--- src/sv/bmf_pkg.sv ---
// ----------------------------------------------------------------------------
// bmf_pkg
// shared types and constants of the box mean filter
// ----------------------------------------------------------------------------
package bmf_pkg;

	localparam int PIX_W      = 8;
	localparam int CFG_IDX_W  = 2;
	localparam int CFG_DATA_W = 13;
	localparam int CFG_W_W    = 11;
	localparam int CFG_H_W    = 13;
	localparam int CFG_S_W    = 3;
	localparam int H_W        = 13;
	localparam int MAX_HEIGHT = 4096;

	localparam logic [CFG_W_W-1:0] WIDTH_RST  = 11'd640;
	localparam logic [CFG_H_W-1:0] HEIGHT_RST = 13'd480;
	localparam logic [CFG_S_W-1:0] WINDOW_RST = 3'd3;

	localparam logic [CFG_IDX_W-1:0] CFG_WIDTH  = 2'd0;
	localparam logic [CFG_IDX_W-1:0] CFG_HEIGHT = 2'd1;
	localparam logic [CFG_IDX_W-1:0] CFG_WINDOW = 2'd2;

	typedef struct packed {
		logic             action;
		logic [PIX_W-1:0] red_in;
		logic [PIX_W-1:0] green_in;
		logic [PIX_W-1:0] blue_in;
	} in_item_t;

	typedef struct packed {
		logic [PIX_W-1:0] red_out;
		logic [PIX_W-1:0] green_out;
		logic [PIX_W-1:0] blue_out;
		logic             frame_end;
	} out_item_t;

	typedef enum logic [2:0] {
		ST_IDLE,
		ST_CHECK,
		ST_SCAN,
		ST_FLUSH,
		ST_DLOAD,
		ST_DIV,
		ST_EMIT
	} state_t;

	typedef struct packed {
		logic take;
		logic setup;
		logic scan;
		logic dload;
		logic dstep;
		logic emit;
	} cmd_t;

	typedef struct packed {
		logic go;
		logic scan_last;
		logic div_last;
		logic out_free;
	} sts_t;

endpackage

--- src/sv/bmf_ctrl.sv ---
// ----------------------------------------------------------------------------
// bmf_ctrl
// sequencer: item intake, window scan, divide and result hand-off
// ----------------------------------------------------------------------------
module bmf_ctrl (
	input  logic         clk,
	input  logic         arst_n,
	input  logic         in_valid,
	output logic         in_stall,
	input  bmf_pkg::sts_t sts,
	output bmf_pkg::cmd_t cmd
);
	import bmf_pkg::*;

	state_t state_q, state_d;

	always_ff @(posedge clk or negedge arst_n) begin
		if (!arst_n) begin
			state_q <= ST_IDLE;
		end else begin
			state_q <= state_d;
		end
	end

	always_comb begin
		state_d  = state_q;
		cmd      = '0;
		in_stall = 1'b1;
		unique case (state_q)
			ST_IDLE: begin
				in_stall = 1'b0;
				if (in_valid) begin
					cmd.take = 1'b1;
					state_d  = ST_CHECK;
				end
			end
			ST_CHECK: begin
				if (sts.go) begin
					cmd.setup = 1'b1;
					state_d   = ST_SCAN;
				end else begin
					state_d = ST_IDLE;
				end
			end
			ST_SCAN: begin
				cmd.scan = 1'b1;
				if (sts.scan_last) begin
					state_d = ST_FLUSH;
				end
			end
			ST_FLUSH: begin
				state_d = ST_DLOAD;
			end
			ST_DLOAD: begin
				cmd.dload = 1'b1;
				state_d   = ST_DIV;
			end
			ST_DIV: begin
				cmd.dstep = 1'b1;
				if (sts.div_last) begin
					state_d = ST_EMIT;
				end
			end
			ST_EMIT: begin
				if (sts.out_free) begin
					cmd.emit = 1'b1;
					state_d  = ST_IDLE;
				end
			end
			default: begin
				state_d = ST_IDLE;
			end
		endcase
	end

endmodule

--- config.mk ---
export PLATFORM = sky130hd
export DESIGN_NAME = bmf_ctrl
export DESIGN_NICKNAME = d
export VERILOG_FILES = /design/src/sv/bmf_pkg.sv /design/src/sv/bmf_ctrl.sv
export SDC_FILE = /design/constraint.sdc
export NUM_CORES = 1
export LEC_CHECK = 0
export BUFFER_PORTS_ARGS = -buffer_cell sky130_fd_sc_hd__buf_2
export CORE_AREA = 3 3 40 42
export DETAILED_ROUTE_END_ITERATION = 16
export DIE_AREA = 0 0 43 45
export PLACE_DENSITY = 0.37
export SYNTH_ARGS = -nofsm -noshare
export SYNTH_HDL_FRONTEND = slang
export SYNTH_SLANG_ARGS = --single-unit
--- constraint.sdc ---
create_clock -name clk -period 1.55 [get_ports clk]
set_input_delay 0.0775 -clock clk [delete_from_list [all_inputs] [get_ports clk]]
set_output_delay 0.0775 -clock clk [all_outputs]
set_load 0.02 [all_outputs]
==> metrics.md, run 1 <==
| Metric | Value |
|---|---|
| Number of detailed-route iterations in the first pass | `2` |
| Fin nets | `50` |
| Critical R2R Launch | `state_q[2]` |
| Biggest register | `state_q` |
| Post-Syn Area | `about 220 um^2` |
| Area grow syn2layout | `49.15%` |
| Clk slew on worst S/H paths | `about 0.040 ns` |
| Core Area | `1285 um^2` |
| Max Slew Vio Count | `0` |
| Routed Antenna Nets | `0` |
| Static Leakage | `between 0.00015 and 0.0002 uW` |
| Min-delay src | `sts[0]` |
| Starting DRT DRC Count | `1` |
| Die Ht | `around 45 um` |
| Die ar. | `about 1900 um^2` |
| Post-CTS Resized | `0` |
| Hold Path Depth | `3` |
| Yosys reg bits | `3` |
| FF-to-FF path depth | `2` |
| Critical setup path kind | `reg2out` |
| GRT overflow | `0` |
| Largest registers | `state_q (3)` |
| Post-CTS Setup Inserts | `0` |
| Sequential fraction of the synthesis area | `33.90%` |
| Crit-path max FO | `8` |
| Required @ worst endpoint | `1.47 ns` |
| Via/cell ratio | `about 4.1` |
| Net count after synthesis | `32` |
| Arr. time, crit path | `approximately 1.3 ns` |
| Final period utilization | `86.95%` |
| TNS Setup | `0 ns` |
| Rows | `13` |
| Clock Skew | `0.004319 ns` |
| Flop2flop setup slack | `between 0.4 and 0.5 ns` |
| Syn. warnings | `0` |
| Count of final setup violators | `0` |
| Avg WL per Cell | `10.35 um` |
| Clk buf depth | `2` |
| Max Freq | `742.0 MHz` |
| Worst vdd ir | `roughly 0.00062 V` |
| Clk_lat worst skew | `between 0.2 and 0.25 ns` |
| Clk root buf | `clkbuf_4` |
| Pwr Density | `around 1900 nW/um^2` |
| CP Capture Type | `primary output` |
| Min Hold Slack | `between 0.1 and 0.15 ns` |
| First-pass GRT wire length | `around 940 um` |
| Routability cong. | `0.7309` |
| H-Tree Depth | `1` |
| I/O pin count | `14` |
| Drt drc | `0` |
| Hold WC Path Type | `in2reg` |
| Worst slew pin tran | `0.2493 ns` |
| Initial antenna violation count | `0` |
| Num CTS Buffers | `3` |
| Worst Setup Start Kind | `flip-flop` |
| Syn_area_per_cell | `roughly 9 um^2` |
| Starting Density | `~17%` |
| Number of global-route vias before repair | `roughly 260` |
| CTS tree | `done` |
| Cts hold-fix bufs | `1` |
| Fin. Hold Viols | `0` |
| Chip Width | `approximately 43 um` |
| Final wirelength | `590 um` |
| Diodes inserted | `0` |
| R2r endpoint | `state_q[0]` |
| Distinct cells, synth | `19` |
| RSZ-0062 raised after global routing | `false` |
| Sink Count | `3` |
| Post-DP HPWL | `about 460 um` |
| Status | `finished, final reports clean` |
| Post-Synthesis Cells | `25` |
| Vias | `235` |
| Max FFs per register | `3` |
| Hold EP | `state_q[2]` |
| Largest net degree at the start of global routing | `10` |
| Final min period | `roughly 1.3 ns` |
| Share of cells above drive strength 1 | `40.48%` |
| Tot GR Track Use | `about 6.7%` |
| Max-cap violations | `0` |
| PortBufs | `13` |
| Slew Limit Headroom | `83.38%` |
## synthesized netlist by cell type (all sizes together)
master,count,area share (%)
buf,1,5.1
o22ai,1,2.8
nand2,1,1.7
dfrtp,3,34
nor3,1,2.3
nor2b,1,2.8
and3,1,2.8
or2,1,2.8
and2,1,3.4
o21a,1,3.4
inv,1,1.7
nor3b,2,6.8
nand3b,1,3.4
mux2i,1,4.5
nor2,3,5.1
and4bb,1,5.6
a211o,1,4.0
o21ai,1,2.3
nand2b,2,5.6
## per-stage QoR
stage          worst slack (ns)  total power, uW  util, %  std cells  area, um^2
2_1_floorplan            0.3272            427.3        -         25       221.5
3_5_place_dp             0.4337            507.7    22.88         52       294.0
3_3_place_gp             0.4245            512.6    22.88         52       294.0
5_1_grt                  0.1387            698.1    25.71         57       330.3
6_report                 0.2022            642.2    25.71         57       330.3
4_1_cts                  0.1968            657.6    25.71         57       330.3
## power by group
group | switching [uW] | total, uW | internal [uW]
Sequential | 68.2 | 183 | 115
Clock | 39.8 | 136 | 96.4
Combinational | 181 | 323 | 142
## layout make-up
cell class | count | area, um^2
Inverter | 1 | 3.754
Multi-Input combinational cell | 20 | 131.4
Fill cell | 141 | 954.7
Clock buffer | 4 | 26.28
Tap cell | 15 | 18.77
Timing Repair Buffer | 14 | 75.07
Sequential cell | 3 | 75.07
## critical path, stage by stage (launching register included)
cell	delay, ns
dfrtp_1	0.44
nand2b_1	0.21
nor3b_1	0.19
buf_2	0.19
## worst max path at each step
stage | from | end | cells after the start
2_1_floorplan | state_q[1] | cmd[4] | 2
3_3_place_gp | state_q[2] | state_q[0] | 2
4_1_cts | state_q[1] | cmd[4] | 3
6_report | state_q[1] | cmd[4] | 3
5_1_grt | state_q[1] | cmd[4] | 3
3_5_place_dp | state_q[2] | state_q[0] | 2
## cell usage in the layout, fill, tap and decap left out, types with 2 or more instances in the layout
master	n
nor2_1	3
nor3b_1	2
dfrtp_1	3
nand2b_1	2
clkbuf_4	3
buf_2	13
## metal layers
metal / track usage, % / vias to the layer above / share of wire (%)
met5: 0 / - / 0
met4: 7.229 / 0 / 0
met3: 1.594 / 0 / 5.1
met2: 9.880 / 7 / 51
met1: 7.524 / 108 / 44
li1: - / 120 / -
## kinds of logic (layout without fill, tap and decap cells)
family,after synthesis,after routing,synth area share [%]
muxes,1,1,4.520
buffers and inverters,2,19,6.778
DFF,3,3,33.90
and+or+nand+nor,15,15,42.37
AOI/OAI and AO/OA,4,4,12.43
No activity file was read; power rests on OpenSTA's default activity.
==> inputs of run 2 (changes only) <==
--- a/config.mk
+++ b/config.mk
@@ -5,11 +5,12 @@
 export SDC_FILE = /design/constraint.sdc
 export NUM_CORES = 1
 export LEC_CHECK = 0
+export ABC_AREA = 1
 export BUFFER_PORTS_ARGS = -buffer_cell sky130_fd_sc_hd__buf_2
 export CORE_AREA = 3 3 40 42
 export DETAILED_ROUTE_END_ITERATION = 16
 export DIE_AREA = 0 0 43 45
-export PLACE_DENSITY = 0.37
+export PLACE_DENSITY = 0.42
 export SYNTH_ARGS = -nofsm -noshare
 export SYNTH_HDL_FRONTEND = slang
 export SYNTH_SLANG_ARGS = --single-unit
==> metrics.md, run 2 <==
| Metric | Value |
|---|---|
| Routed Antenna Nets | `0` |
| GRT overflow | `0` |
| Final wirelength | `around 600 um` |
| Hold WC Path Type | `in2reg` |
| Main combinational cell family by area after synthesis | `simple AND/OR/NAND/NOR gates` |
| Distinct cells, synth | `11` |
| Clk buf depth | `2` |
| Cts hold-fix bufs | `1` |
| Worst Setup Start Kind | `flip-flop` |
| Drt drc | `0` |
| Synth area leaders | `dfrtp_1 (27%), nor2_4 (16%), nand3_1 (14%)` |
| Crit-path max FO | `7` |
| Clk root buf | `clkbuf_4` |
| Pwr Density | `approximately 1900 nW/um^2` |
| Die ar. | `about 1900 um^2` |
| Post-CTS Setup Inserts | `0` |
| Starting Density | `21.71%` |
| CP Capture Type | `primary output` |
| Die Ht | `approximately 45 um` |
| Sink Count | `3` |
| Diodes inserted | `0` |
| Net count after synthesis | `between 40 and 50` |
| Largest registers | `state_q (3)` |
| Register Area | `between 70 and 80 um^2` |
| Critical setup path kind | `reg2out` |
| Max Slew Vio Count | `0` |
| Ys flop type | `dfrtp_1` |
| Commonest non-fill, non-tap cell in the layout | `buf_2` |
| Area grow syn2layout | `43.05%` |
| Post-synthesis compound-gate area fraction | `under 10%` |
| Final min period | `1.290 ns` |
| Routability cong. | `~0.77` |
| Final period utilization | `between 80% and 90%` |
| Initial antenna violation count | `0` |
| Adder-cell share of the synthesized area | `0%` |
| Slew Limit Headroom | `roughly 82%` |
| Yosys reg bits | `3` |
| Synth top area share | `26.91%` |
| Post-synthesis mux area share | `0%` |
| Status | `finished, final reports clean` |
| Xor/xnor cell area share of the yosys netlist | `0%` |
| Post-DP HPWL | `between 500 and 600 um` |
| Syn_area_per_cell | `roughly 7 um^2` |
| Static Leakage | `approximately 0.00024 uW` |
| Number of global-route vias before repair | `~250` |
| Worst vdd ir | `~0.0007 V` |
| Rows | `13` |
| RSZ-0062 raised after global routing | `false` |
| Sequential fraction of the synthesis area | `between 20% and 30%` |
| First-pass GRT wire length | `993 um` |
| Post-Synthesis Cells | `a little over 40` |
| Post-synth EDFFs | `0` |
| Largest net degree at the start of global routing | `8` |
| Chip Width | `between 40 and 50 um` |
| Core Area | `approximately 1300 um^2` |
| Starting DRT DRC Count | `3` |
| Area occupied by multi-input gates | `~170 um^2` |
| Commonest cells after routing, fill and taps aside | `buf_2 (13), inv_1 (8), nand3_1 (8)` |
| Fin. Hold Viols | `0` |
| Clk_lat worst skew | `between 0.2 and 0.25 ns` |
| Via/cell ratio | `between 3 and 4` |
| Max-cap violations | `0` |
| Clk slew on worst S/H paths | `roughly 0.040 ns` |
| Vias | `285` |
| Biggest register | `state_q` |
| Flop2flop setup slack | `about 0.40 ns` |
| Top cells by count, synth | `inv_1 (8), nand3_1 (8), nand2_1 (6)` |
| PortBufs | `13` |
| Post-Synth Simple-Gate Area | `between 50% and 60%` |
| Num CTS Buffers | `3` |
| CTS tree | `done` |
| Min Hold Slack | `roughly 0.13 ns` |
| Share of cells above drive strength 1 | `between 40 and 50%` |
| Post-Syn Area | `approximately 280 um^2` |
| Cell taking the most area after synthesis | `dfrtp_1` |
| Count of final setup violators | `0` |
| Post-CTS Resized | `0` |
| Async set-reset flop share out of synthesis | `100.0%` |
| Arr. time, crit path | `1.21 ns` |
| Max FFs per register | `3` |
| I/O pin count | `14` |
| Clock Skew | `0.0006929 ns` |
| H-Tree Depth | `1` |
| Tot GR Track Use | `approximately 7.3%` |
| TNS Setup | `0 ns` |
| Number of detailed-route iterations in the first pass | `3` |
| Required @ worst endpoint | `roughly 1.5 ns` |
| Fin nets | `67` |
| Max Freq | `between 700 and 800 MHz` |
| Syn. warnings | `0` |
| Filler instances | `between 150 and 200` |
| Avg WL per Cell | `between 8 and 9 um` |
| Worst slew pin tran | `between 0.2 and 0.3 ns` |
## run 2: changes by cell type after synthesis, sizes merged, moves of 2 or more
| cell | before | now |
|---|---|---|
| nand3 | 0 | 10 |
| nor3b | 2 | 0 |
| nor2 | 3 | 10 |
| nand2 | 1 | 8 |
| nand2b | 2 | 0 |
| inv | 1 | 9 |
## run 2: report_power, final
part	total [uW]	internal [uW]	switching, uW
registers	180	115	65.1
logic	426	153	273
clock network	133	96.2	37.0
total	739	365	375
## run 2: stage by stage
step	power (uW)	instance area [um^2]	std cells	utilization, %	setup WS, ns
2_1_floorplan	494.8	279.0	41	-	0.4163
3_3_place_gp	616.3	362.8	69	28.24	0.3919
3_5_place_dp	613.7	362.8	69	28.24	0.3912
4_1_cts	757.3	399.1	74	31.06	0.2361
5_1_grt	819.2	399.1	74	31.06	0.1841
6_report	739.3	399.1	74	31.06	0.2600
## run 2: cell type report
cell class	instances	share of cell area (%)
clock buffers	4	6.583
inverters	9	8.464
flip-flops and latches	3	18.81
well taps	15	4.702
repair buffers	14	18.81
multi-input cells	29	42.63
## run 2: routing by layer
layer  up-vias  global-route usage (%)  part of all wire (%)
met4         0                   7.229                     0
met2         7                   8.982                    47
met1       116                   9.466                    48
met5         -                       0                     0
met3         0                   2.390                   5.5
li1        162                       -                     -
## run 2: cells by family (layout without fill, tap and decap cells)
kind of cell	count (synthesis)	after routing
simple gates	28	28
buf+inv	9	27
compound gates	1	1
flops	3	3
## run 2: final timing paths
kind                              endpoint        from  depth (start not counted)
worst min register to register  state_q[1]  state_q[1]                          2
worst max register to register  state_q[2]  state_q[2]                          6
min in group asynchronous       state_q[0]      arst_n                          2
worst max-delay path                cmd[5]  state_q[1]                          4
max in group asynchronous       state_q[2]      arst_n                          2
worst min-delay path            state_q[0]      sts[1]                          4
## run 2: worst max-delay path: stages, from the launching register on
cell     delay [ns]
dfrtp_1        0.45
nor2_1         0.19
nand2_2        0.10
nor2_1         0.08
buf_2          0.16
==> inputs of run 3 (changes only) <==
--- a/config.mk
+++ b/config.mk
@@ -5,12 +5,12 @@
 export SDC_FILE = /design/constraint.sdc
 export NUM_CORES = 1
 export LEC_CHECK = 0
-export ABC_AREA = 1
+export ABC_AREA = 0
 export BUFFER_PORTS_ARGS = -buffer_cell sky130_fd_sc_hd__buf_2
 export CORE_AREA = 3 3 40 42
 export DETAILED_ROUTE_END_ITERATION = 16
 export DIE_AREA = 0 0 43 45
-export PLACE_DENSITY = 0.42
+export PLACE_DENSITY = 0.39
 export SYNTH_ARGS = -nofsm -noshare
 export SYNTH_HDL_FRONTEND = slang
 export SYNTH_SLANG_ARGS = --single-unit
==> constraint.sdc (replaced) <==
create_clock -name clk -period 1.1 [get_ports clk]
set_input_delay 0.055 -clock clk [delete_from_list [all_inputs] [get_ports clk]]
set_output_delay 0.055 -clock clk [all_outputs]
set_load 0.02 [all_outputs]
==> metrics.md, run 3 (synthesized netlist as in run 1, its figures left out) <==
| Metric | Value |
|---|---|
| Crit-path leading delay family | `flip-flops` |
| Crit path launch | `state_q[0]` |
| Avg WL per Cell | `between 10 and 15 um` |
| Rows | `13` |
| Chip Width | `between 40 and 50 um` |
| Via/cell ratio | `between 4 and 5` |
| Starting DRT DRC Count | `2` |
| Max stage delay on crit path | `about 0.46 ns` |
| Number of detailed-route iterations in the first pass | `3` |
| Starting Density | `~17%` |
| PortBufs | `13` |
| Die Ht | `roughly 45 um` |
| First-pass GRT wire length | `1117 um` |
| H-Tree Depth | `1` |
| Core Area | `between 1000 and 1500 um^2` |
| Critical setup path kind | `reg2out` |
| Placed insts | `55` |
| Required @ worst endpoint | `between 1 and 1.5 ns` |
| Clk_lat worst skew | `around 0.23 ns` |
| Commonest cells after routing, fill and taps aside | `buf_4 (8), buf_2 (7), clkbuf_4 (3), dfrtp_2 (3)` |
| Number of global-route vias before repair | `around 290` |
| TNS Setup | `-0.3535 ns` |
| Hold WC Path Type | `in2reg` |
| R2r endpoint | `state_q[0]` |
| Crit-path max FO | `7` |
| Static Leakage | `0.0002031 uW` |
| Hold Path Depth | `3` |
| Int Pwr | `between 700 and 800 uW` |
| Arr. time, crit path | `~1.2 ns` |
| Pwr Density | `about 2900 nW/um^2` |
| Max FFs per register | `3` |
| Largest registers | `state_q (3)` |
| Overall power | `between 1000 and 1500 uW` |
| Initial antenna violation count | `0` |
| CP max-delay cell | `dfrtp_2` |
| Min-delay src | `sts[0]` |
| Largest net degree at the start of global routing | `8` |
| Max Slew Vio Count | `0` |
| Clk slew on worst S/H paths | `0.03 ns` |
| Slew Limit Headroom | `approximately 86%` |
| Post-DP HPWL | `515.8 um` |
| Final min period | `roughly 1.2 ns` |
| Diodes inserted | `0` |
| Biggest register | `state_q` |
| Seq pwr share | `23.1%` |
| Buf/Inv on CP | `1` |
| Worst vdd ir | `around 0.0011 V` |
| Worst slew pin tran | `approximately 0.21 ns` |
| Drt drc | `0` |
| Clock Skew | `roughly 0.0007 ns` |
| Num CTS Buffers | `3` |
| Logic pwr share | `~60%` |
| Routability cong. | `0.7412` |
| Commonest non-fill, non-tap cell in the layout | `buf_4` |
| Routed Antenna Nets | `0` |
| Fin nets | `54` |
| NetSw | `489.1 uW` |
| Die ar. | `1935 um^2` |
| Final period utilization | `109.9%` |
| Critical R2R Launch | `state_q[0]` |
| Register Area | `between 70 and 80 um^2` |
| CP Capture Type | `primary output` |
| Vias | `about 250` |
| Switching Fraction | `40.50%` |
| CTS tree | `done` |
| Non-Filler Instances | `between 60 and 70` |
| Max-cap violations | `0` |
| Share of cells above drive strength 1 | `approximately 67%` |
| Fin. Hold Viols | `0` |
| Count of final setup violators | `6` |
| Hold EP | `state_q[2]` |
| Tot GR Track Use | `7.846%` |
| Filler instances | `approximately 140` |
| Status | `complete, but fails checks` |
| Final wirelength | `619 um` |
| Setup ws final | `-0.1090 ns` |
| RSZ-0062 raised after global routing | `true` |
| Failing checks | `negative setup slack` |
| Sink Count | `3` |
| Max Freq | `between 800 and 900 MHz` |
| Clk root buf | `clkbuf_4` |
| Flop2flop setup slack | `0.05 ns` |
| Worst Setup Start Kind | `flip-flop` |
| FF-to-FF path depth | `2` |
| Area grow syn2layout | `90.96%` |
| I/O pin count | `14` |
| GRT overflow | `0` |
| Worst path cell trace | `nor2_4 -> and3_4 -> buf_6` |
| Clock power frac | `15.3%` |
| Clk buf depth | `2` |
| Area occupied by multi-input gates | `167.7 um^2` |
[run 3: worst max-delay path by stage]
stage / to / cells after the start / slack (ns)
3_3_place_gp: state_q[0] / 2 / 0.05
5_1_grt: cmd[4] / 3 / -0.16
3_5_place_dp: state_q[0] / 2 / 0.03
2_1_floorplan: state_q[0] / 3 / 0.02
4_1_cts: cmd[4] / 3 / -0.10
6_report: cmd[5] / 3 / -0.11
[run 3: repair_timing]
item,CTS,global route
pin swaps,2,5
hold buffers,1,0
setup endpoints to repair,7,8
gates resized for setup,12,7
setup buffers,1,0
endpoints found under the hold margin,3,0
[run 3: power by group through the flow]
| stage | clock network [uW] | registers [uW] | logic, uW |
|---|---|---|---|
| final | 185 | 279 | 743 |
| after global routing | 206 | 296 | 804 |
| after CTS | 193 | 276 | 682 |
| after detailed placement | 0 | 239 | 560 |
| after global placement | 0 | 243 | 560 |
| after floorplan | 0 | 212 | 400 |
[run 3: per-layer routing]
layer | track usage [%] | vias up | part of all wire, %
li1 | - | 129 | -
met1 | 8.252 | 116 | 39
met2 | 12.87 | 8 | 54
met3 | 3.187 | 0 | 6.8
met4 | 5.422 | 0 | 0
met5 | 0 | - | 0
[run 3: stage by stage]
step	utilization [%]	hold WS, ns	worst slack, ns	instance area (um^2)
floorplan	-	-0.2406	0.01978	226.5
global placement	25.02	-0.1483	0.05191	321.6
finish	32.91	0.1303	-0.1090	422.9
global route	32.91	0.1227	-0.1598	422.9
detailed placement	25.02	-0.1466	0.03223	321.6
CTS	31.45	0.1292	-0.1026	404.1
[run 3: layout make-up]
cell class | count | area share [%]
timing repair buffer | 18 | 30.18
multi-input combinational | 20 | 39.64
clock buffer | 4 | 6.213
sequential | 3 | 18.64
inverter | 1 | 0.8876
tap | 15 | 4.438
[run 3: worst min-delay path, cell delays in order]
cell     delay, ns
buf_2         0.09
o21a_1        0.11
o21ai_1       0.06
